==> src/design/cgs_pkg.sv <==
// Shared types, codes, step table and saturating Q32.32 helpers of the solver.
package cgs_pkg;

  localparam logic signed [63:0] Q_MAX = 64'sh7FFF_FFFF_FFFF_FFFF;
  localparam logic signed [63:0] Q_MIN = 64'sh8000_0000_0000_0000;

  localparam logic [1:0] REQ_MAT   = 2'd0;
  localparam logic [1:0] REQ_RHS   = 2'd1;
  localparam logic [1:0] REQ_X     = 2'd2;
  localparam logic [1:0] REQ_SOLVE = 2'd3;

  localparam logic [1:0] CFG_SIZE  = 2'd0;
  localparam logic [1:0] CFG_MAXIT = 2'd1;
  localparam logic [1:0] CFG_TOL   = 2'd2;

  localparam logic [3:0] V_B   = 4'd0;
  localparam logic [3:0] V_X   = 4'd1;
  localparam logic [3:0] V_R   = 4'd2;
  localparam logic [3:0] V_P0  = 4'd3;
  localparam logic [3:0] V_P1  = 4'd4;
  localparam logic [3:0] V_AX  = 4'd5;
  localparam logic [3:0] V_AR  = 4'd6;
  localparam logic [3:0] V_AP0 = 4'd7;
  localparam logic [3:0] V_AP1 = 4'd8;

  localparam logic [4:0] STEP_SUB   = 5'd4;
  localparam logic [4:0] STEP_FIRST = 5'd5;
  localparam logic [4:0] STEP_MV_R  = 5'd6;
  localparam logic [4:0] STEP_MV_P1 = 5'd12;

  typedef enum logic [3:0] {
    OP_MV, OP_DOT, OP_SUB, OP_COPY, OP_AXPY, OP_ENERGY, OP_BETA, OP_ALPHA, OP_END
  } op_e;

  typedef struct packed {
    op_e        op;
    logic [3:0] va;
    logic [3:0] vb;
    logic [3:0] vd;
    logic       sel;
  } desc_t;

  function automatic desc_t step_desc(input logic [4:0] step);
    desc_t d;
    d = '{op: OP_END, va: V_X, vb: V_X, vd: V_X, sel: 1'b0};
    case (step)
      5'd0:  d = '{op: OP_MV,     va: V_X,  vb: V_X,   vd: V_AX,  sel: 1'b0};
      5'd1:  d = '{op: OP_DOT,    va: V_X,  vb: V_AX,  vd: V_X,   sel: 1'b0};
      5'd2:  d = '{op: OP_DOT,    va: V_X,  vb: V_B,   vd: V_X,   sel: 1'b1};
      5'd3:  d = '{op: OP_ENERGY, va: V_X,  vb: V_X,   vd: V_X,   sel: 1'b0};
      5'd4:  d = '{op: OP_SUB,    va: V_B,  vb: V_AX,  vd: V_R,   sel: 1'b0};
      5'd5:  d = '{op: OP_COPY,   va: V_R,  vb: V_R,   vd: V_P1,  sel: 1'b0};
      5'd6:  d = '{op: OP_MV,     va: V_X,  vb: V_R,   vd: V_AR,  sel: 1'b0};
      5'd7:  d = '{op: OP_MV,     va: V_X,  vb: V_P0,  vd: V_AP0, sel: 1'b0};
      5'd8:  d = '{op: OP_DOT,    va: V_P0, vb: V_AR,  vd: V_X,   sel: 1'b0};
      5'd9:  d = '{op: OP_DOT,    va: V_P0, vb: V_AP0, vd: V_X,   sel: 1'b1};
      5'd10: d = '{op: OP_BETA,   va: V_X,  vb: V_X,   vd: V_X,   sel: 1'b0};
      5'd11: d = '{op: OP_AXPY,   va: V_R,  vb: V_P0,  vd: V_P1,  sel: 1'b0};
      5'd12: d = '{op: OP_MV,     va: V_X,  vb: V_P1,  vd: V_AP1, sel: 1'b0};
      5'd13: d = '{op: OP_DOT,    va: V_P1, vb: V_R,   vd: V_X,   sel: 1'b0};
      5'd14: d = '{op: OP_DOT,    va: V_P1, vb: V_AP1, vd: V_X,   sel: 1'b1};
      5'd15: d = '{op: OP_ALPHA,  va: V_X,  vb: V_X,   vd: V_X,   sel: 1'b0};
      5'd16: d = '{op: OP_AXPY,   va: V_X,  vb: V_P1,  vd: V_X,   sel: 1'b1};
      5'd17: d = '{op: OP_COPY,   va: V_P1, vb: V_P1,  vd: V_P0,  sel: 1'b0};
      default: d = '{op: OP_END,  va: V_X,  vb: V_X,   vd: V_X,   sel: 1'b0};
    endcase
    return d;
  endfunction

  function automatic logic signed [63:0] sadd(input logic signed [63:0] a,
                                              input logic signed [63:0] b);
    logic signed [63:0] s;
    s = a + b;
    if (!a[63] && !b[63] && s[63]) return Q_MAX;
    if (a[63] && b[63] && !s[63]) return Q_MIN;
    return s;
  endfunction

  function automatic logic signed [63:0] ssub(input logic signed [63:0] a,
                                              input logic signed [63:0] b);
    logic signed [63:0] s;
    s = a - b;
    if (!a[63] && b[63] && s[63]) return Q_MAX;
    if (a[63] && !b[63] && !s[63]) return Q_MIN;
    return s;
  endfunction

  function automatic logic [63:0] mag(input logic signed [63:0] a);
    return a[63] ? (64'd0 - a) : a;
  endfunction

  function automatic logic signed [63:0] from_mag(input logic [63:0] m, input logic neg,
                                                  input logic ovf);
    if (neg) begin
      if (ovf || m[63]) return Q_MIN;
      return 64'd0 - m;
    end
    if (ovf || m[63]) return Q_MAX;
    return m;
  endfunction

endpackage

==> src/design/cgs_fmul.sv <==
// Multi-cycle saturating Q32.32 multiplier built from four 32x32 partial products.
module cgs_fmul (
  input  logic               clk_i,
  input  logic               rst_ni,
  input  logic               start_i,
  input  logic signed [63:0] a_i,
  input  logic signed [63:0] b_i,
  output logic               done_o,
  output logic signed [63:0] p_o
);
  import cgs_pkg::*;

  typedef enum logic [3:0] {
    M_IDLE = 4'b0001,
    M_MUL  = 4'b0010,
    M_FIN1 = 4'b0100,
    M_FIN2 = 4'b1000
  } mstate_e;

  mstate_e            st_q, st_d;
  logic               done_q;
  logic [1:0]         cnt_q;
  logic [63:0]        ma_q, mb_q, q_q;
  logic               neg_q, ovf_q;
  logic [127:0]       acc_q;
  logic signed [63:0] p_q;
  logic [31:0]        ah, bh;
  logic [63:0]        pp;
  logic [127:0]       pp_sh;
  logic               rnd;

  assign ah  = cnt_q[1] ? ma_q[63:32] : ma_q[31:0];
  assign bh  = cnt_q[0] ? mb_q[63:32] : mb_q[31:0];
  assign pp  = ah * bh;
  assign rnd = neg_q && (acc_q[31:0] != 32'd0);

  always_comb begin
    case (cnt_q)
      2'd0:    pp_sh = {64'd0, pp};
      2'd3:    pp_sh = {pp, 64'd0};
      default: pp_sh = {32'd0, pp, 32'd0};
    endcase
  end

  always_comb begin
    st_d = st_q;
    unique case (st_q)
      M_IDLE: if (start_i) st_d = M_MUL;
      M_MUL:  if (cnt_q == 2'd3) st_d = M_FIN1;
      M_FIN1: st_d = M_FIN2;
      M_FIN2: st_d = M_IDLE;
      default: st_d = M_IDLE;
    endcase
  end

  always_ff @(posedge clk_i or negedge rst_ni) begin
    if (!rst_ni) begin
      st_q   <= M_IDLE;
      done_q <= 1'b0;
    end else begin
      st_q   <= st_d;
      done_q <= (st_q == M_FIN2);
    end
  end

  always_ff @(posedge clk_i) begin
    unique case (st_q)
      M_IDLE: begin
        ma_q  <= mag(a_i);
        mb_q  <= mag(b_i);
        neg_q <= a_i[63] ^ b_i[63];
        acc_q <= '0;
        cnt_q <= 2'd0;
      end
      M_MUL: begin
        acc_q <= acc_q + pp_sh;
        cnt_q <= cnt_q + 2'd1;
      end
      M_FIN1: begin
        q_q   <= acc_q[95:32] + {63'd0, rnd};
        ovf_q <= (acc_q[127:96] != 32'd0) || (rnd && (&acc_q[95:32]));
      end
      M_FIN2: p_q <= from_mag(q_q, neg_q, ovf_q);
      default: ;
    endcase
  end

  assign done_o = done_q;
  assign p_o    = p_q;

endmodule

==> config.mk <==
export PLATFORM = sky130hd
export DESIGN_NAME = cgs_fmul
export DESIGN_NICKNAME = d
export VERILOG_FILES = /design/src/design/cgs_pkg.sv /design/src/design/cgs_fmul.sv
export SDC_FILE = /design/constraint.sdc
export NUM_CORES = 2
export LEC_CHECK = 0
export ABC_CLOCK_PERIOD_IN_PS = 24200
export BUFFER_PORTS_ARGS = -buffer_cell sky130_fd_sc_hd__buf_2
export CAP_MARGIN = 20
export CORE_MARGIN = 2
export CORE_UTILIZATION = 30
export CTS_BUF_LIST = sky130_fd_sc_hd__clkbuf_8
export DETAILED_ROUTE_END_ITERATION = 8
export SYNTH_ARGS = -nofsm -noshare
export SYNTH_HDL_FRONTEND = slang
export SYNTH_SLANG_ARGS = --single-unit
==> constraint.sdc <==
create_clock -name clk_i -period 24.2 [get_ports clk_i]
set_clock_uncertainty 0.2 [all_clocks]
set_input_delay 1.21 -clock clk_i [delete_from_list [all_inputs] [get_ports clk_i]]
set_output_delay 1.21 -clock clk_i [all_outputs]
set_load 0.1 [all_outputs]
# == Word-level counts from Yosys, hierarchy flattened ==
# Index checks and enable logic that the tools add are counted.
# op_classes
n_addsub,6
bitwise_logic,1
multipliers,1
n_reduce_logical,10
muxes,23
eq_ne,7
# op_table
cell,n
case mux 128 bit (2 select lines),2
2-to-1 mux 64 bit,6
"subtractor 1 x 64 -> 64 bit, first input constant",3
adder 128 bit,1
2-to-1 mux 63 bit,2
adder 64 x 1 -> 64 bit,1
multiplier 32 x 32 -> 64 bit,1
2-to-1 mux 32 bit,2
AND reduction 64 bit,1
nonzero test 32 bit,2
case mux 4 bit (3 select lines),1
2-to-1 mux 4 bit,2
2-to-1 mux 1 bit,7
"== test 4 x 1 -> 1 bit, second input constant",1
"== test 4 x 2 -> 1 bit, second input constant",1
"== test 4 x 3 -> 1 bit, second input constant",1
"== test 4 bit, second input constant",1
"!= test 2 bit, second input constant",2
case mux 2 bit (2 select lines),1
"adder 2 x 1 -> 2 bit, second input constant",1
"== test 2 bit, second input constant",1
logical AND 1 bit,2
zero test 2 bit,1
logical OR 1 bit,2
3 further kinds,3
# word_totals
regBits,393
in_bits,131
out_inout_bits,65
wordCells,60

# == Logic depth before layout (Yosys ltp) ==
# depth
ltp_word,9
mapped_depth,47
ltp_nobuf,42

# == Least setup slack after synthesis ==
# OpenSTA, ideal clock, no wires.
# synth_timing
path_kind,reg2reg
start,register st_q[0]
end,register acc_q[0] (enable)
t_arrival_ps,17346
path_slack_ps,6150
setup_ps,505
stages_incl_launch_ff,3
path_buffers,0
synth_period_minus_slack_ps,18050
cell_sequence,dfstp_2 > nor4b_1 > nand2b_1
# synth_via
elab_chain_cells,2
word_cells_on_any_way,3
cone_classes,eq/ne (2); reduce/logical (1)
# synth_lines
item,line,source
start: declaration,cgs_fmul.sv:20,"mstate_e st_q, st_d;"
start signal: assignment,cgs_fmul.sv:61,st_q <= st_d;
== test 4 x 2 -> 1 bit or == test 4 x 1 -> 1 bit (tied branches),cgs_fmul.sv:67,unique case (st_q)
nonzero test 2 bit (no line) (*),n/a,
end signal: assignment,cgs_fmul.sv:76,acc_q <= acc_q + pp_sh;
end: declaration,cgs_fmul.sv:25,logic [127:0] acc_q;
# Every way passes the cells marked *; elsewhere a longest branch is shown, timed or not.
# A chain may end at the register's enable or synchronous reset.

# == Worst setup path in the final report ==
# layout_timing
start,register cnt_q[1]
end,"register acc_q[104], data pin"
# layout_via
elab_chain_cells,5
word_cells_on_any_way,7
cone_classes,add/sub (1); mul (1); eq/ne (1); mux (3); reduce/logical (1)
# layout_lines
item,line,source
start: declaration,cgs_fmul.sv:22,logic [1:0] cnt_q;
start signal: assignment,cgs_fmul.sv:77,cnt_q <= cnt_q + 2'd1;
2-to-1 mux 32 bit,cgs_fmul.sv:32,assign ah = cnt_q[1] ? ma_q[63:32] : ma_q[31:0];
multiplier 32 x 32 -> 64 bit,cgs_fmul.sv:34,assign pp = ah * bh;
case mux 128 bit (2 select lines) (*),cgs_fmul.sv:38,case (cnt_q)
adder 128 bit (*),cgs_fmul.sv:76,
case mux 128 bit (2 select lines) (*),cgs_fmul.sv:67,
# Marked as above.

==> metrics <==
status=completed; CTS root buf=clkbuf_8; Post-Syn Instances=6735; critical path class=reg2reg; Top FF cell, synth=edfxtp_1; CP max FO=48; fmax=67.0 MHz; syn_area_per_cell=8.97 sq um; Num CTS Buffers=78; die height=453 microns; Seq/Total Area, Yosys=19.5%; synthesis warning total=0; DR DRC count=0; Post-CTS Resized=0; placed inst area=between 60000 and 70000 sq um; Detailed Route WL=206 mm; vias in the first global route=50282; unrepaired setup endpoints after global routing=false; post-route ant nets=0; Fin. Hold Viols=0; Clock H-tree levels=3; Placeable Area=200000 sq um; Ports=196; FFs w/ async S/R, synth=1.27%; startpoint type of the worst setup path=flip-flop; row count=164; final setup violation count=0; WP data arrival=between 15 and 20 ns; share of cells above drive strength 1=8.02%; Die ar.=between 200000 and 250000 sq um; CP most frequent cell=fa_1; slowest CP cell=mux2i_4; worst rel slew slack=roughly 22%; hold buffers post-CTS=1; via/cell ratio=5.23; CP delay by family, top=adder cells; min Tclk post-route=14.92 ns; Fin Setup TNS=0 ns; # nets final=8239; first drt pass iteration count=8; vias=49814; Final Core Density=33.2%; design area=66300 sq um; CTS tree=done; global-route wire length before repair=309 mm; starting DRC count in detailed routing=4420; dpl hpwl=164 mm; port buffer count=195; Hold Slack=0.347 ns; Area Overhead vs Synth=9.74%; Starting Density=between 30% and 40%; Skew-Pair Late Insertion Delay=0.85 ns; Worst-Margin Slew=1.16 ns; Required @ worst endpoint=24.54 ns; GRT Overall Usage=19.8%; Post-synth EDFFs=388; Netlist Area Pre-Place=around 60000 sq um; slowest stage delay, CP=0.97 ns; post-DR wirelength/cell=21.6 microns; Clock transition at path regs=roughly 0.080 ns; Max-Cap Viols=0; Crit path buffers/inverters=4; Max Slew Vio Count=0; largest net degree at the start of global routing=77; Post-Syn Nets=a little over 8000; GPL Wtd Cong=0.960; Yosys reg bits=approximately 400; initial antenna violation count=3; Die W=453 microns; Max Root-Sink Buffers=3; Cell variety after synth=slightly below 80; Hold WC Path Type=reg2reg; CTS Sinks=393; Post-CTS Setup Repair Bufs=0; GRT Residual Overflow=0; Setup crit end kind=flip-flop; fin crit share=between 60% and 70%
==> cells in the final DEF, fill, tap and decap left out, drive strengths merged, types with 86 or more instances in the layout <==
cell    synthesis  routed
nor2          981     981
inv           934     957
fa            897     897
nand2         758     758
ha            404     404
edfxtp        388     388
a21oi         323     323
xnor2         297     297
buf            19     289
o21ai         219     219
nand4          87      87
xor2           86      86
==> path summary, 6_finish.rpt <==
path	from	to	slack (ns)	depth (start not counted)
max	cnt_q[1]	acc_q[104]	9.28	35
min	st_q[1]	st_q[3]	0.35	1
max reg2reg	cnt_q[1]	acc_q[104]	9.28	35
min reg2reg	st_q[1]	st_q[3]	0.35	1
max in group asynchronous	rst_ni	st_q[0]	23.00	2
min in group asynchronous	rst_ni	done_o	0.53	2
==> state kept, by name, indices dropped and copies added (netlist names) <==
| name | count |
|---|---|
| done_o | 1 |
| ovf_q | 1 |
| q_q | 64 |
| st_q | 4 |
| p_o | 64 |
| acc_q | 128 |
| cnt_q | 2 |
| ma_q | 64 |
| mb_q | 64 |
| neg_q | 1 |
==> per-layer routing <==
metal / routed length [microns] / global-route usage, % / vias up
li1: - / - / 22160
met1: 86100 / 26.2 / 24935
met2: 93100 / 31.7 / 2212
met3: 17200 / 3.69 / 507
met4: 9380 / 8.04 / 0
met5: 0 / 0 / -
==> synthesized netlist by cell type (10+ instances only) <==
cell      number  area, sq um
nor2_1       980         3680
inv_1        933         3500
fa_1         897        18000
nand2_1      757         2840
ha_1         404         5050
edfxtp_1     388        11700
a21oi_1      323         1620
xnor2_1      297         2600
clkbuf_1     279         1050
o21ai_0      219         1100
nand4_1       87          544
xor2_1        86          753
nor3_1        85          425
a21o_1        82          616
and2_1        73          457
nand3_1       69          345
mux2i_1       68          681
o21bai_1      65          488
mux2_2        62          698
o31ai_1       54          405
or3_1         42          263
a22o_1        41          359
nor4_1        38          238
a31oi_1       35          219
nand2b_1      35          219
or4_1         27          203
o21a_1        26          195
and3_1        22          138
o22ai_1       22          138
o41ai_1       22          193
or2_2         22          138
nor2b_1       20          125
a21boi_0      19          143
buf_1         18         67.6
a211oi_1      17          128
o211ai_1      15          113
a221oi_1      10         87.6
==> logic make-up after synthesis <==
kind of cell | after synthesis | share of synthesized area [%]
adders and majority gates | 1301 | 38.1
AOI/OAI and AO/OA | 1009 | 10.5
buffers and inverters | 1232 | 7.66
muxes | 130 | 2.28
DFF | 393 | 19.5
and+or+nand+nor | 2287 | 16.4
xor gates and xnor gates | 383 | 5.55
==> metrics by stage <==
step / std cells / setup slack [ns]
after global routing: 9526 / 8.87
after detailed placement: 9382 / 9.52
after global placement: 9381 / 9.60
after floorplan: 6735 / 6.15
after CTS: 9524 / 9.43
final: 9527 / 9.28
==> cell type report <==
cell class                 instances  area (sq um)
antenna                            3          7.51
clock buffer                      81          1110
clock inverter                    60           594
fill                           20732        134000
inverter                         934          3510
multi-input combinational       5110         44300
sequential                       393         11800
tap                             2656          3320
timing repair buffer             290          1690
Power is not shown: default switching activity piles up to over one toggle a cycle in this logic, so the estimate is an artifact.
