$ cat src/design/cgs_pkg.sv
// Shared types, codes, step table and saturating Q32.32 helpers of the solver.
package cgs_pkg;

  localparam logic signed [63:0] Q_MAX = 64'sh7FFF_FFFF_FFFF_FFFF;
  localparam logic signed [63:0] Q_MIN = 64'sh8000_0000_0000_0000;

  localparam logic [1:0] REQ_MAT   = 2'd0;
  localparam logic [1:0] REQ_RHS   = 2'd1;
  localparam logic [1:0] REQ_X     = 2'd2;
  localparam logic [1:0] REQ_SOLVE = 2'd3;

  localparam logic [1:0] CFG_SIZE  = 2'd0;
  localparam logic [1:0] CFG_MAXIT = 2'd1;
  localparam logic [1:0] CFG_TOL   = 2'd2;

  localparam logic [3:0] V_B   = 4'd0;
  localparam logic [3:0] V_X   = 4'd1;
  localparam logic [3:0] V_R   = 4'd2;
  localparam logic [3:0] V_P0  = 4'd3;
  localparam logic [3:0] V_P1  = 4'd4;
  localparam logic [3:0] V_AX  = 4'd5;
  localparam logic [3:0] V_AR  = 4'd6;
  localparam logic [3:0] V_AP0 = 4'd7;
  localparam logic [3:0] V_AP1 = 4'd8;

  localparam logic [4:0] STEP_SUB   = 5'd4;
  localparam logic [4:0] STEP_FIRST = 5'd5;
  localparam logic [4:0] STEP_MV_R  = 5'd6;
  localparam logic [4:0] STEP_MV_P1 = 5'd12;

  typedef enum logic [3:0] {
    OP_MV, OP_DOT, OP_SUB, OP_COPY, OP_AXPY, OP_ENERGY, OP_BETA, OP_ALPHA, OP_END
  } op_e;

  typedef struct packed {
    op_e        op;
    logic [3:0] va;
    logic [3:0] vb;
    logic [3:0] vd;
    logic       sel;
  } desc_t;

  function automatic desc_t step_desc(input logic [4:0] step);
    desc_t d;
    d = '{op: OP_END, va: V_X, vb: V_X, vd: V_X, sel: 1'b0};
    case (step)
      5'd0:  d = '{op: OP_MV,     va: V_X,  vb: V_X,   vd: V_AX,  sel: 1'b0};
      5'd1:  d = '{op: OP_DOT,    va: V_X,  vb: V_AX,  vd: V_X,   sel: 1'b0};
      5'd2:  d = '{op: OP_DOT,    va: V_X,  vb: V_B,   vd: V_X,   sel: 1'b1};
      5'd3:  d = '{op: OP_ENERGY, va: V_X,  vb: V_X,   vd: V_X,   sel: 1'b0};
      5'd4:  d = '{op: OP_SUB,    va: V_B,  vb: V_AX,  vd: V_R,   sel: 1'b0};
      5'd5:  d = '{op: OP_COPY,   va: V_R,  vb: V_R,   vd: V_P1,  sel: 1'b0};
      5'd6:  d = '{op: OP_MV,     va: V_X,  vb: V_R,   vd: V_AR,  sel: 1'b0};
      5'd7:  d = '{op: OP_MV,     va: V_X,  vb: V_P0,  vd: V_AP0, sel: 1'b0};
      5'd8:  d = '{op: OP_DOT,    va: V_P0, vb: V_AR,  vd: V_X,   sel: 1'b0};
      5'd9:  d = '{op: OP_DOT,    va: V_P0, vb: V_AP0, vd: V_X,   sel: 1'b1};
      5'd10: d = '{op: OP_BETA,   va: V_X,  vb: V_X,   vd: V_X,   sel: 1'b0};
      5'd11: d = '{op: OP_AXPY,   va: V_R,  vb: V_P0,  vd: V_P1,  sel: 1'b0};
      5'd12: d = '{op: OP_MV,     va: V_X,  vb: V_P1,  vd: V_AP1, sel: 1'b0};
      5'd13: d = '{op: OP_DOT,    va: V_P1, vb: V_R,   vd: V_X,   sel: 1'b0};
      5'd14: d = '{op: OP_DOT,    va: V_P1, vb: V_AP1, vd: V_X,   sel: 1'b1};
      5'd15: d = '{op: OP_ALPHA,  va: V_X,  vb: V_X,   vd: V_X,   sel: 1'b0};
      5'd16: d = '{op: OP_AXPY,   va: V_X,  vb: V_P1,  vd: V_X,   sel: 1'b1};
      5'd17: d = '{op: OP_COPY,   va: V_P1, vb: V_P1,  vd: V_P0,  sel: 1'b0};
      default: d = '{op: OP_END,  va: V_X,  vb: V_X,   vd: V_X,   sel: 1'b0};
    endcase
    return d;
  endfunction

  function automatic logic signed [63:0] sadd(input logic signed [63:0] a,
                                              input logic signed [63:0] b);
    logic signed [63:0] s;
    s = a + b;
    if (!a[63] && !b[63] && s[63]) return Q_MAX;
    if (a[63] && b[63] && !s[63]) return Q_MIN;
    return s;
  endfunction

  function automatic logic signed [63:0] ssub(input logic signed [63:0] a,
                                              input logic signed [63:0] b);
    logic signed [63:0] s;
    s = a - b;
    if (!a[63] && b[63] && s[63]) return Q_MAX;
    if (a[63] && !b[63] && !s[63]) return Q_MIN;
    return s;
  endfunction

  function automatic logic [63:0] mag(input logic signed [63:0] a);
    return a[63] ? (64'd0 - a) : a;
  endfunction

  function automatic logic signed [63:0] from_mag(input logic [63:0] m, input logic neg,
                                                  input logic ovf);
    if (neg) begin
      if (ovf || m[63]) return Q_MIN;
      return 64'd0 - m;
    end
    if (ovf || m[63]) return Q_MAX;
    return m;
  endfunction

endpackage

$ cat src/design/cgs_fdiv.sv
// Bit-serial restoring divider: saturated Q32.32 (num << 32) / den; zero for den == 0.
module cgs_fdiv (
  input  logic               clk_i,
  input  logic               rst_ni,
  input  logic               start_i,
  input  logic signed [63:0] num_i,
  input  logic signed [63:0] den_i,
  output logic               done_o,
  output logic signed [63:0] q_o
);
  import cgs_pkg::*;

  typedef enum logic [2:0] {
    D_IDLE = 3'b001,
    D_RUN  = 3'b010,
    D_FIN  = 3'b100
  } dstate_e;

  dstate_e            st_q, st_d;
  logic               done_q;
  logic [6:0]         cnt_q;
  logic [127:0]       dvd_q;
  logic [63:0]        ud_q, r_q, ql_q;
  logic               neg_q, ovf_q, dzero_q;
  logic signed [63:0] q_q;
  logic [63:0]        rs;
  logic               take;

  assign rs   = {r_q[62:0], dvd_q[127]};
  assign take = r_q[63] || (rs >= ud_q);

  always_comb begin
    st_d = st_q;
    unique case (st_q)
      D_IDLE: if (start_i) st_d = D_RUN;
      D_RUN:  if (cnt_q == 7'd0) st_d = D_FIN;
      D_FIN:  st_d = D_IDLE;
      default: st_d = D_IDLE;
    endcase
  end

  always_ff @(posedge clk_i or negedge rst_ni) begin
    if (!rst_ni) begin
      st_q   <= D_IDLE;
      done_q <= 1'b0;
    end else begin
      st_q   <= st_d;
      done_q <= (st_q == D_FIN);
    end
  end

  always_ff @(posedge clk_i) begin
    unique case (st_q)
      D_IDLE: begin
        dvd_q   <= {32'd0, mag(num_i), 32'd0};
        ud_q    <= mag(den_i);
        neg_q   <= num_i[63] ^ den_i[63];
        dzero_q <= (den_i == 64'sd0);
        r_q     <= '0;
        ql_q    <= '0;
        ovf_q   <= 1'b0;
        cnt_q   <= 7'd127;
      end
      D_RUN: begin
        dvd_q <= {dvd_q[126:0], 1'b0};
        ovf_q <= ovf_q | ql_q[63];
        ql_q  <= {ql_q[62:0], take};
        r_q   <= take ? (rs - ud_q) : rs;
        cnt_q <= cnt_q - 7'd1;
      end
      D_FIN: q_q <= dzero_q ? 64'sd0 : from_mag(ql_q, neg_q, ovf_q);
      default: ;
    endcase
  end

  assign done_o = done_q;
  assign q_o    = q_q;

endmodule

$ cat config.mk
export PLATFORM = sky130hd
export DESIGN_NAME = cgs_fdiv
export DESIGN_NICKNAME = d
export VERILOG_FILES = /design/src/design/cgs_pkg.sv /design/src/design/cgs_fdiv.sv
export SDC_FILE = /design/constraint.sdc
export NUM_CORES = 1
export LEC_CHECK = 0
export BUFFER_PORTS_ARGS = -buffer_cell sky130_fd_sc_hd__buf_2
export CAP_MARGIN = 15
export CELL_PAD_IN_SITES_DETAIL_PLACEMENT = 1
export CELL_PAD_IN_SITES_GLOBAL_PLACEMENT = 1
export CORE_MARGIN = 2
export CORE_UTILIZATION = 35
export DETAILED_ROUTE_END_ITERATION = 12
export PLACE_DENSITY = 0.73
export SETUP_SLACK_MARGIN = 0.05
export SLEW_MARGIN = 20
export SYNTH_ARGS = -nofsm -noshare
export SYNTH_HDL_FRONTEND = slang
export SYNTH_SLANG_ARGS = --single-unit
$ cat constraint.sdc
create_clock -name clk_i -period 26.2 [get_ports clk_i]
set_clock_uncertainty 0.05 [all_clocks]
set_input_delay 2.62 -clock clk_i [delete_from_list [all_inputs] [get_ports clk_i]]
set_output_delay 2.62 -clock clk_i [all_outputs]
set_load 0.005 [all_outputs]
# --- Word level (Yosys, flattened, before mapping) ---
# Index checks and enable logic that the tools add are counted.
totals:
  input_bits: 131
  latchBits: 0
  out_inout_bits: 65
  romBits: 0
  memories: 0
  regBits: 398
  ram_bits: 0
op_classes:
  bitwise_logic: 2
  div: 0
  n_shift: 0
  n_reduce_logical: 6
  multipliers: 0
  muxes: 24
  n_lt_le_gt_ge: 1
  n_eq_ne: 5
  addsub: 5
op_table:
  columns: ["op", "n"]
  rows:
  - ["two-way mux 64 bit", 8]
  - ["one-hot mux 128 bit (2 select lines)", 1]
  - ["one-hot mux 64 bit (2 select lines)", 2]
  - ["subtractor 1 x 64 -> 64 bit, first input constant", 3]
  - ["greater-or-equal comparator 64 bit", 1]
  - ["zero test 64 bit", 1]
  - ["subtractor 64 bit", 1]
  - ["two-way mux 63 bit", 1]
  - ["one-hot mux 7 bit (2 select lines)", 1]
  - ["zero test 7 bit", 1]
  - ["two-way mux 1 bit", 7]
  - ["subtractor 7 x 1 -> 7 bit, second input constant", 1]
  - ["two-way mux 3 bit", 2]
  - ["one-hot mux 3 bit (2 select lines)", 1]
  - ["!= test 2 bit, second input constant", 2]
  - ["== test 3 x 1 -> 1 bit, second input constant", 1]
  - ["== test 3 x 2 -> 1 bit, second input constant", 1]
  - ["== test 3 bit, second input constant", 1]
  - ["logical OR 1 bit", 2]
  - ["one-hot mux 1 bit (2 select lines)", 1]
  - ["AND reduction 2 bit", 1]
  - ["nonzero test 2 bit", 1]
  - ["bitwise OR 1 bit", 1]
  - ["XOR 1 bit", 1]

# --- Depth between registers and ports, before layout ---
# Gate-level depths: netlist of the first run.
depth:
  word_depth: 9
  depth_mapped: 15

# --- Least setup slack after synthesis of the first run ---
# OpenSTA, ideal clock, no wires.
synth_path:
  path_type: "reg2reg"
  from: "reg st_q[1]"
  to: "reg cnt_q[0], enable pin"
  period_less_slack_ps: 9264
  required_time_ps: 25654
  path_stages_with_launch: 4
  slack_ps: 16936
  arrival_time_ps: 8718
  n_path_buf: 1
  path_cell_list: "dfrtp_1 -> clkbuf_1 -> nor3b_1 -> or2_2"
synth_between:
  elab_chain_cells: 2
  word_cells_on_any_way: 3
synth_lines:
  columns: ["element", "line", "source"]
  rows:
  - ["from (decl)", "cgs_fdiv.sv:19", "dstate_e st_q, st_d;"]
  - ["from (signal assigned)", "cgs_fdiv.sv:47", "st_q <= st_d;"]
  - ["== test 3 x 1 -> 1 bit or == test 3 x 2 -> 1 bit (tied branches)", "cgs_fdiv.sv:53", "unique case (st_q)"]
  - ["nonzero test 2 bit (no line) (*)", null, null]
  - ["to (signal assigned)", "cgs_fdiv.sv:69", "cnt_q <= cnt_q - 7'd1;"]
  - ["to (decl)", "cgs_fdiv.sv:21", "logic [6:0] cnt_q;"]
# Every way passes the cells marked *; elsewhere a longest branch is shown, timed or not.
# A chain may end at the register's enable or synchronous reset.

# --- Worst setup path after layout of the first run ---
layout_path:
  from: "in den_i[15]"
  to: "reg ud_q[59], data pin"
layout_between:
  elab_chain_cells: 2
layout_lines:
  columns: ["element", "line", "source"]
  rows:
  - ["from (decl)", "cgs_fdiv.sv:7", "input logic signed [63:0] den_i,"]
  - ["subtractor 1 x 64 -> 64 bit", "cgs_pkg.sv:89", "return a[63] ? (64'd0 - a) : a;"]
  - ["two-way mux 63 bit", "cgs_pkg.sv:89", null]
  - ["to (signal assigned)", "cgs_fdiv.sv:56", "ud_q <= mag(den_i);"]
  - ["to (decl)", "cgs_fdiv.sv:23", "logic [63:0] ud_q, r_q, ql_q;"]
# Every way passes these cells.

==> results of run 1 <==
[through the flow]
| stage | area (µm²) | hold WS [ps] |
|---|---|---|
| 3_5_place_dp | 23900 | 464 |
| 2_1_floorplan | 22200 | 445 |
| 5_1_grt | 25400 | 492 |
| 6_report | 25400 | 475 |
| 4_1_cts | 25400 | 481 |
| 3_3_place_gp | 23900 | 455 |
[layout make-up]
type / instances / area, µm²
timing repair buffer: 212 / 1120
antenna: 1 / 2.50
fill: 7184 / 37400
clock inverter: 32 / 357
clock buffer: 51 / 1170
inverter: 92 / 345
multi-input combinational: 1667 / 10400
sequential: 366 / 11000
tap: 846 / 1060
[cells by family (layout without fill, tap and decap cells)]
family / count (synthesis) / in the layout
simple gates: 835 / 835
other cells: 0 / 1
buf+inv: 215 / 387
xor+xnor: 231 / 231
flops: 366 / 366
fa+ha+maj: 70 / 70
mux: 14 / 14
compound gates: 517 / 517
[per-layer routing]
metal	global-route usage, %	up-vias	share of wire (%)
met4	5.39	2	2.4
met5	0	-	0.021
li1	-	8494	-
met1	24.2	8792	45
met3	2.40	92	3.4
met2	32.2	311	49
[state kept, by name (all words and copies together), names as in the netlist]
register and flops:
cnt_q 7, done_o 1, dvd_q 96, dzero_q 1, neg_q 1, ovf_q 1
q_o 64, ql_q 64, r_q 64, st_q 3, ud_q 64
[how the worst max path moves through the flow]
| stage | slack, ps | from | end | cells after the start |
|---|---|---|---|---|
| finish | 20230 | den_i[15] | ud_q[59]$_DFFE_PP_ | 9 |
| detailed placement | 19680 | num_i[13] | dvd_q[85]$_DFFE_PN_ | 11 |
| global route | 20030 | den_i[15] | ud_q[57]$_DFFE_PP_ | 9 |
| global placement | 19850 | num_i[13] | dvd_q[93]$_DFFE_PN_ | 11 |
| floorplan | 16940 | st_q[1]$_DFFE_PN0P_ | cnt_q[0]$_SDFFCE_PN1N_ | 3 |
| CTS | 20280 | num_i[13] | dvd_q[85]$_DFFE_PN_ | 11 |
[cells in the mapped netlist, drive strengths merged (8+ instances only)]
cell | n | area, µm²
a221oi | 10 | 87.6
nor2 | 277 | 1040
a31oi | 14 | 87.6
buf | 11 | 48.8
inv | 92 | 345
and3 | 99 | 619
xnor2 | 136 | 1190
or2 | 13 | 81.3
xor2 | 95 | 832
o41ai | 19 | 193
a21oi | 140 | 701
or3 | 37 | 258
o21a | 12 | 90.1
o21ai | 171 | 856
nor4 | 26 | 163
ha | 69 | 863
nor2b | 10 | 62.6
o31ai | 51 | 402
edfxtp | 362 | 10900
nand2b | 16 | 100
mux2i | 14 | 140
nand4 | 30 | 188
nand3 | 29 | 145
clkbuf | 112 | 420
nand2 | 191 | 717
o21bai | 8 | 60.1
nor3 | 44 | 225
or4 | 38 | 297
a21o | 45 | 338
[power breakdown]
| part | switching (mW) | internal [mW] | leakage, nW | total, mW |
|---|---|---|---|---|
| Combinational | 1.03 | 0.539 | 5.47 | 1.57 |
| Clock | 0.265 | 0.382 | 0.733 | 0.647 |
| Sequential | 0.128 | 0.993 | 3.62 | 1.12 |
| Total | 1.42 | 1.91 | 9.82 | 3.34 |
[critical path: cells and delay by family]
kind                   cells  cell delay [ps]
AND/OR/NAND/NOR            6             3150
AO/OA/AOI/OAI              1              230
buffers and inverters      1              120
XOR/XNOR                   1               90
==> summary.txt, run 1 <==
Final layout
  – Final core occ: 40.5%
  – Share of layout cells above drive strength 1: between 10% and 20%
  – Fin cells: approximately 3300
  – Area growth, synth to finish: 14.8%
  – Most frequent cells in the layout: edfxtp_1 (362), nor2_1 (275), buf_2 (195), nand2_1 (190), o21ai_0 (171)
  – Commonest non-fill, non-tap cell in the layout: edfxtp_1
  – Nets: around 2600

Synth
  – Simple-gate share of the synthesized area: a little under a fifth
  – Compound-cell area share of the yosys netlist: 14.5%
  – XOR/XNOR Fraction of Synth Area: 9.13%
  – Top_reg_cell synth: edfxtp_1
  – Netlist cell types: just over 70
  – Synth async-reset ratio: 1.09%
  – Post-synth EDFFs: around 360
  – Post-Syn Area per Cell: around 9.9 µm²
  – Number of synthesis warnings: 0
  – Cells after synthesis: 2248
  – Main combinational cell family by area after synthesis: simple AND/OR/NAND/NOR gates
  – Mux cell area share after synthesis: less than 1%
  – Synthesized area: between 0.02 and 0.025 mm²
  – Synthesis-stage register bit count: about 370
  – Sequential-to-total area share from yosys stat: 49.5%
  – Synth Area in Adders: between 3 and 4%
  – Total nets after synthesis: 2449

Global routing
  – Vias in the first global route: 18300
  – Total gr overflow: 0
  – GRT Overall Usage: a little under a fifth
  – First-pass GRT wire length: 100000 µm
  – Antenna violations before repair: 3
  – Largest net degree at the start of global routing: 100

Drt
  – Routed len/inst: approximately 19 µm
  – Drt total wl: 61800 µm
  – DR vias/cell: 5.42
  – First-pass iteration count of the detailed router: 5
  – Post-route ant nets: 0
  – DR DRC count: 0
  – DR iter-0 viols: between 1000 and 1500
  – Via count: approximately 18000

Critical path
  – R2r worst-path depth: 15
  – Crit-path slowest cell: nor4_1
  – Startpoint Class: primary input
  – Crit-path cells: buf_2 -> or4_1 -> nor4_1 -> nand3_1 -> or3_4 -> or2_1 -> or4_4 -> o41ai_4 -> xnor2_1
  – R2R Path Start: dvd_q[127]$_SDFFCE_PN0N_
  – Critical path required time: 26460 ps
  – Worst Path Arrival: slightly above 6000 ps
  – CP Capture Type: flip-flop
  – CP Class: in -> reg
  – Reg2reg end: r_q[62]$_SDFFCE_PN0N_
  – CP peak stage delay: ~700 ps
  – Max FO, Critical Path: 7
  – Reg-to-reg slack, setup: 21210 ps

Clock network
  – H-tree depth: 2
  – Cts bufs inserted: 45
  – CTS tree: yes
  – Clk_lat worst skew: approximately 580 ps
  – Clock slew at the register clock pins of the worst setup and hold paths: 60 ps
  – Post CTS Setup Buffer Count: 0
  – Clock Sinks: ~370
  – Post-CTS resize count: 0
  – Root Buffer: clkbuf_16
  – Post-CTS Hold Buffers: 0
  – Clock buffer depth: 3

Place
  – Post-Place Cells: between 3000 and 4000
  – Pre-CTS setup slack: approximately 20000 ps
  – GP Congestion: 0.870
  – HPWL Detailed: 43100 µm
  – PortBufs: ~200

Power and ir drop
  – Leakage power: approximately 9.8 nW
  – Total Power: roughly 3.3 mW
  – PD cells: ~130 mW/mm²
  – Maximum vdd drop: around 70 µV

Die
  – IO Pins: between 150 and 200
  – Site row count: 92
  – Die area: between 0.06 and 0.07 mm²
  – DIE WIDTH: ~260 µm
  – Starting Density: a little over a third
  – Core area: about 0.063 mm²
  – Die Ht: 256 µm

Worst hold path
  – Hold Crit Endpoint: dvd_q[77]$_DFFE_PN_
  – Min-delay src: dvd_q[76]$_DFFE_PN_
  – Tightest Hold Check Type: reg -> reg
  – WHS Path Cells: 2

STA
  – Setup TNS: 0 ps
  – Worst Tran Pin Value: between 1000 and 1500 ps
  – Pins Over Slew Limit: 0
  – Fin. Hold Viols: 0
  – Setup ws final: a little over 20000 ps
  – Period utilization: 22.8%
  – Final Setup Violations: 0
  – Final min period: between 5000 and 6000 ps
  – Max Fclk: around 0.17 GHz
  – Slew headroom: ~32%
  – Unrepaired setup endpoints after global routing: no

Status
  – Outcome: completed

Job
  – Max-cap viol count: 0
(Power assumes the default switching activity.)
==> run 2: changes to the inputs <==
--- a/config.mk
+++ b/config.mk
@@ -12,7 +12,7 @@
 export CORE_MARGIN = 2
 export CORE_UTILIZATION = 35
 export DETAILED_ROUTE_END_ITERATION = 12
-export PLACE_DENSITY = 0.73
+export PLACE_DENSITY = 0.75
 export SETUP_SLACK_MARGIN = 0.05
 export SLEW_MARGIN = 20
 export SYNTH_ARGS = -nofsm -noshare
==> constraint.sdc (replaced) <==
create_clock -name clk_i -period 4.8 [get_ports clk_i]
set_clock_uncertainty 0.05 [all_clocks]
set_input_delay 0.48 -clock clk_i [delete_from_list [all_inputs] [get_ports clk_i]]
set_output_delay 0.48 -clock clk_i [all_outputs]
set_load 0.005 [all_outputs]
==> run 2 against run 1 <==
  * Sequential share of layout area is essentially flat
  * Count of clock-buffer cells in the layout grew 10
  * Wire length grew 0.91%
  * Sequential cell count is the same
  * Sequential power grew to 5.5 times the previous value
  * Final cell count grew 0.43%
  * Clock power grew to 5.1 times the previous value
  * Worst hold slack lost 340 ps
  * Critical endpoint is now q_o[62]$_SDFFCE_PP0P_
  * Combinational power grew to 5.5 times the previous value
  * First-iteration DRC count shrank 1.7%
==> summary.txt, run 2 (synthesized netlist as in run 1, its figures left out) <==
STA
  – Final min period: 4250 ps
  – Final Setup Violations: 0
  – Worst Tran Pin Value: around 1100 ps
  – Period utilization: just under 90%
  – Unrepaired setup endpoints after global routing: no
  – Pins Over Slew Limit: 0
  – Max Fclk: roughly 0.24 GHz
  – Fin. Hold Viols: 0
  – Setup TNS: 0 ps
  – Slew headroom: a little over a quarter

Final layout
  – Area growth, synth to finish: 14.9%
  – Max reg flops: 96
  – Nets: 2600
  – Fin cells: approximately 3300
  – Most frequent cells in the layout: edfxtp_1 (362), nor2_1 (276), buf_2 (195), nand2_1 (190), o21ai_0 (171)
  – Share of layout cells above drive strength 1: about 13%
  – Cell area after layout: ~0.025 mm²
  – Top reg by flops: dvd_q
  – Commonest non-fill, non-tap cell in the layout: edfxtp_1

Critical path
  – R2R Path Start: ql_q[0]$_SDFFCE_PN0N_
  – Critical path required time: between 5000 and 6000 ps
  – CP Capture Type: flip-flop
  – R2r worst-path depth: 12
  – Startpoint Class: flip-flop
  – Reg2reg end: q_o[62]$_SDFFCE_PP0P_
  – Worst Path Arrival: around 4500 ps
  – CP Class: reg -> reg
  – Reg-to-reg slack, setup: around 550 ps
  – Max FO, Critical Path: 6

Global routing
  – GR peak layer: met2
  – Vias in the first global route: around 19000
  – Met3 usage: ~2.6%
  – Largest net degree at the start of global routing: around 100
  – Met2 Usage GRT: between 30 and 40%
  – Grt met1 use: 23.9%
  – First-pass GRT wire length: 101000 µm
  – GRT Overall Usage: a little under a fifth
  – Antenna violations before repair: 3
  – Total gr overflow: 0

Power and ir drop
  – Maximum vdd drop: 533 µV
  – Net Sw Frac: ~43%
  – Psw: 7.75 mW
  – Combinational group share of total power: 48.1%
  – Clock group share of total power: between 10% and 20%
  – Reg power frac: 33.8%
  – Power Internal: between 10 and 15 mW
  – Leakage power: 9.84 nW
  – PD cells: a little over 700 mW/mm²

Place
  – Post-Place Cells: 3196
  – GP Congestion: ~0.89
  – Cell Area, Placed: roughly 0.024 mm²
  – PortBufs: 195
  – HPWL Detailed: 44300 µm

Drt
  – Drt total wl: 62300 µm
  – Post-route ant nets: 0
  – First-pass iteration count of the detailed router: 5
  – DR vias/cell: 5.39
  – Via count: about 18000
  – DR DRC count: 0
  – Routed len/inst: between 15 and 20 µm
  – DR iter-0 viols: around 1100

Clock network
  – Post CTS Setup Buffer Count: 0
  – CTS tree: yes
  – Clock buffer depth: 3
  – Cts bufs inserted: 45
  – Post-CTS resize count: 0
  – Root Buffer: clkbuf_16
  – Clock Sinks: about 370
  – Post-CTS Hold Buffers: 2
  – H-tree depth: 2
  – Clock slew at the register clock pins of the worst setup and hold paths: 60 ps
  – Clk_lat worst skew: approximately 600 ps

Worst hold path
  – WHS Path Cells: 1
  – Min-delay src: den_i[0]
  – Hold Crit Endpoint: ud_q[0]$_DFFE_PP_
  – Tightest Hold Check Type: in -> reg

Die
  – Starting Density: 35.2%
  – Die Ht: approximately 260 µm
  – Core area: ~0.063 mm²
  – Site row count: just over 90
  – IO Pins: about 200
  – DIE WIDTH: roughly 260 µm
  – Die area: approximately 0.065 mm²

Status
  – Outcome: completed

Job
  – Max-cap viol count: 0
## run 2: how the worst max path moves through the flow
stage / start / to / slack (ps) / cells after the start
detailed placement: den_i[15] / ud_q[61]$_DFFE_PP_ / 330 / 9
global placement: den_i[15] / ud_q[59]$_DFFE_PP_ / 610 / 9
floorplan: st_q[0]$_DFFE_PN1P_ / cnt_q[0]$_SDFFCE_PN1N_ / -1080 / 2
CTS: ql_q[0]$_SDFFCE_PN0N_ / q_o[62]$_SDFFCE_PP0P_ / 570 / 12
global route: ql_q[0]$_SDFFCE_PN0N_ / q_o[58]$_SDFFCE_PP0P_ / 220 / 12
finish: ql_q[0]$_SDFFCE_PN0N_ / q_o[62]$_SDFFCE_PP0P_ / 550 / 12
## run 2: through the flow
stage	hold WS [ps]	util, %	worst slack [ps]	power (mW)
after detailed placement	275	38.2	334	14.9
after global routing	107	40.5	225	19.5
after floorplan	134	-	-1080	12.3
after CTS	97.4	40.5	569	18.3
after global placement	269	38.2	609	14.5
final	136	40.5	547	18.1
## run 2: routing by layer
| metal | vias to the layer above | part of all wire [%] | routed length (µm) |
|---|---|---|---|
| li1 | 8496 | - | - |
| met1 | 8746 | 44 | 27200 |
| met2 | 343 | 50 | 30900 |
| met3 | 99 | 3.9 | 2410 |
| met4 | 2 | 3.0 | 1860 |
| met5 | - | 0.024 | 15 |
## run 2: critical path, stage by stage (launching register included)
cell and delay, ps:
edfxtp_1 420, inv_1 110, ha_1 190, or3b_2 500, or4b_2 690, nor2b_1 230, nand2_1 150, or3_1 490
nand2b_1 290, or3_1 410, o21ai_0 250, xnor2_1 160, nor2_1 50
## run 2: power groups by stage
| stage | Sequential [mW] | Combinational (mW) | Clock (mW) |
|---|---|---|---|
| final | 6.13 | 8.71 | 3.27 |
| after global routing | 6.29 | 9.72 | 3.48 |
| after CTS | 6.13 | 8.75 | 3.38 |
| after detailed placement | 6.17 | 8.68 | 0 |
| after global placement | 6.11 | 8.38 | 0 |
| after floorplan | 6.00 | 6.34 | 0 |
## run 2: final cells by class
type | count | area (µm²)
antenna | 2 | 5.00
clock buffer | 61 | 1190
clock inverter | 20 | 201
fill | 7197 | 37400
inverter | 92 | 345
multi-input combinational | 1667 | 10400
sequential | 366 | 11000
tap | 846 | 1060
timing repair buffer | 227 | 1260
==> run 3: changes to the inputs <==
--- a/config.mk
+++ b/config.mk
@@ -9,10 +9,12 @@
 export CAP_MARGIN = 15
 export CELL_PAD_IN_SITES_DETAIL_PLACEMENT = 1
 export CELL_PAD_IN_SITES_GLOBAL_PLACEMENT = 1
+export CORE_ASPECT_RATIO = 0.9
 export CORE_MARGIN = 2
 export CORE_UTILIZATION = 35
 export DETAILED_ROUTE_END_ITERATION = 12
 export PLACE_DENSITY = 0.75
+export REMOVE_ABC_BUFFERS = 1
 export SETUP_SLACK_MARGIN = 0.05
 export SLEW_MARGIN = 20
 export SYNTH_ARGS = -nofsm -noshare
==> run 3 against run 2 <==
  * Maximum frequency down 1.8%
  * Core utilization up 0.40 points
  * Setup slack got worse by 78 ps
  * Combinational power hardly changed
  * Final cell count is essentially flat
  * Highest routed layer unchanged
==> summary.txt, run 3 (synthesized netlist as in run 1, its figures left out) <==
Status
  – Outcome: completed

Critical path
  – Critical Path Source: ql_q[0]$_SDFFCE_PN0N_
  – CP Capture Type: flip-flop
  – Startpoint Class: flip-flop
  – Max FO, Critical Path: 6
  – Critical path required time: 5060 ps
  – CP Class: reg -> reg
  – R2R Path Start: ql_q[0]$_SDFFCE_PN0N_
  – Worst Path Arrival: 4590 ps

Global routing
  – Vias in the first global route: about 19000
  – First-pass GRT wire length: about 100000 µm
  – Total gr overflow: 0
  – GRT Overall Usage: between 10% and 20%
  – Largest net degree at the start of global routing: 98
  – Antenna violations before repair: 10

Final layout
  – Max reg flops: 96
  – Commonest non-fill, non-tap cell in the layout: edfxtp_1
  – Fill cells: 7084
  – Nets: roughly 2600
  – Final core occ: approximately two fifths
  – Area growth, synth to finish: 15.5%
  – Top reg by flops: dvd_q
  – Cell area after layout: approximately 0.026 mm²
  – Share of layout cells above drive strength 1: between 10% and 20%
  – Most frequent cells in the layout: edfxtp_1 (362), nor2_1 (276), buf_2 (195), nand2_1 (190), o21ai_0 (171)

Place
  – HPWL Detailed: 44200 µm
  – Cell Area, Placed: approximately 0.024 mm²
  – GP Congestion: 0.901
  – PortBufs: a little under 200

Clock network
  – CTS tree: yes
  – Clock slew at the register clock pins of the worst setup and hold paths: about 60 ps
  – Clk_lat worst skew: 590 ps
  – Clock buffer depth: 3
  – Root Buffer: clkbuf_16
  – H-tree depth: 2
  – Cts bufs inserted: between 40 and 50
  – Clock Sinks: ~370

Drt
  – Routed len/inst: between 15 and 20 µm
  – First-pass iteration count of the detailed router: 5
  – Drt total wl: roughly 62000 µm
  – DR vias/cell: between 5 and 6
  – Post-route ant nets: 0
  – DR iter-0 viols: ~1100
  – Via count: about 18000
  – DR DRC count: 0

Die
  – Site row count: 87
  – DIE WIDTH: roughly 270 µm
  – IO Pins: between 150 and 200
  – Starting Density: 35.4%
  – Die area: about 0.065 mm²
  – Core area: around 0.063 mm²
  – Die Ht: between 200 and 250 µm

Job
  – Max-cap viol count: 0

Power and ir drop
  – Total Power: approximately 18 mW
  – Maximum vdd drop: around 450 µV
  – PD cells: slightly above 700 mW/mm²
  – Leakage power: 9.91 nW

STA
  – Max Fclk: approximately 0.23 GHz
  – Worst Tran Pin Value: a little under 1000 ps
  – Fin. Hold Viols: 0
  – Pins Over Slew Limit: 0
  – Final min period: 4330 ps
  – Final Setup Violations: 0
  – Period utilization: between 90% and 100%
  – Unrepaired setup endpoints after global routing: no
  – Slew headroom: between 30% and 40%

Worst hold path
  – Tightest Hold Check Type: in -> reg
  – Min-delay src: den_i[47]
-- run 3: cell types whose count changed in the layout (fill, tap and decap cells not counted), moves of 2 or more --
| cell | delta |
|---|---|
| clkbuf_1 | -10 |
| nor3b_2 | +2 |
| clkinv_1 | +4 |
| clkinvlp_4 | +2 |
| nor3b_4 | -2 |
| bufinv_16 | +4 |
-- run 3: repair_timing --
item	CTS	global route
gates resized for setup	0	0
buffers inserted	0	0
endpoints found under the hold margin	5	0
hold buffers	2	0
-- run 3: worst paths after layout --
check                                        end  slack [ps]  cells past startpoint
min reg2reg                  dvd_q[50]$_DFFE_PN_         480                      2
max                        q_o[62]$_SDFFCE_PP0P_         470                     12
min in group asynchronous    st_q[1]$_DFFE_PN0P_         220                      2
max in group asynchronous    st_q[0]$_DFFE_PN1P_        4230                      2
min                           ud_q[47]$_DFFE_PP_         160                      2
max reg2reg                q_o[62]$_SDFFCE_PP0P_         470                     12
-- run 3: routing by layer --
layer	part of all wire (%)	vias to the layer above	global-route usage [%]
met5	0.12	-	0
met4	2.3	12	5.29
met3	5.0	94	3.43
met2	48	378	31.9
met1	45	8759	24.3
li1	-	8531	-
-- run 3: power by group --
part           switching, mW  internal (mW)  total [mW]
logic                   5.68           3.05        8.74
registers              0.712           5.41        6.12
clock network           1.42           2.11        3.53
total                   7.81           10.6        18.4
-- run 3: area by class of cell --
class | count | area (µm²) | area share [%]
inverters | 92 | 345 | 1.35
repair buffers | 228 | 1280 | 5.00
multi-input cells | 1667 | 10400 | 40.7
diodes | 3 | 7.51 | 0.0293
flip-flops and latches | 366 | 11000 | 42.9
clock inverters | 32 | 375 | 1.47
well taps | 845 | 1060 | 4.13
clock buffers | 51 | 1150 | 4.49
-- run 3: metrics by stage --
step	TNS (ps)	instances	setup WS, ps	hold WS [ps]
after floorplan	-1524000	2125	-5110	134
after global placement	0	3196	652	266
after detailed placement	0	3196	489	271
after CTS	0	3281	483	116
after global routing	0	3282	299	133
final	0	3284	468	162
-- run 3: worst max-delay path: stages, from the launching register on --
cell,delay [ps]
edfxtp_1,400
inv_1,110
ha_1,190
or3b_2,500
or4b_2,690
nor2b_1,270
nand2_1,170
or3_1,460
nand2b_1,300
or3_1,430
o21ai_0,270
xnor2_1,160
nor2_1,70
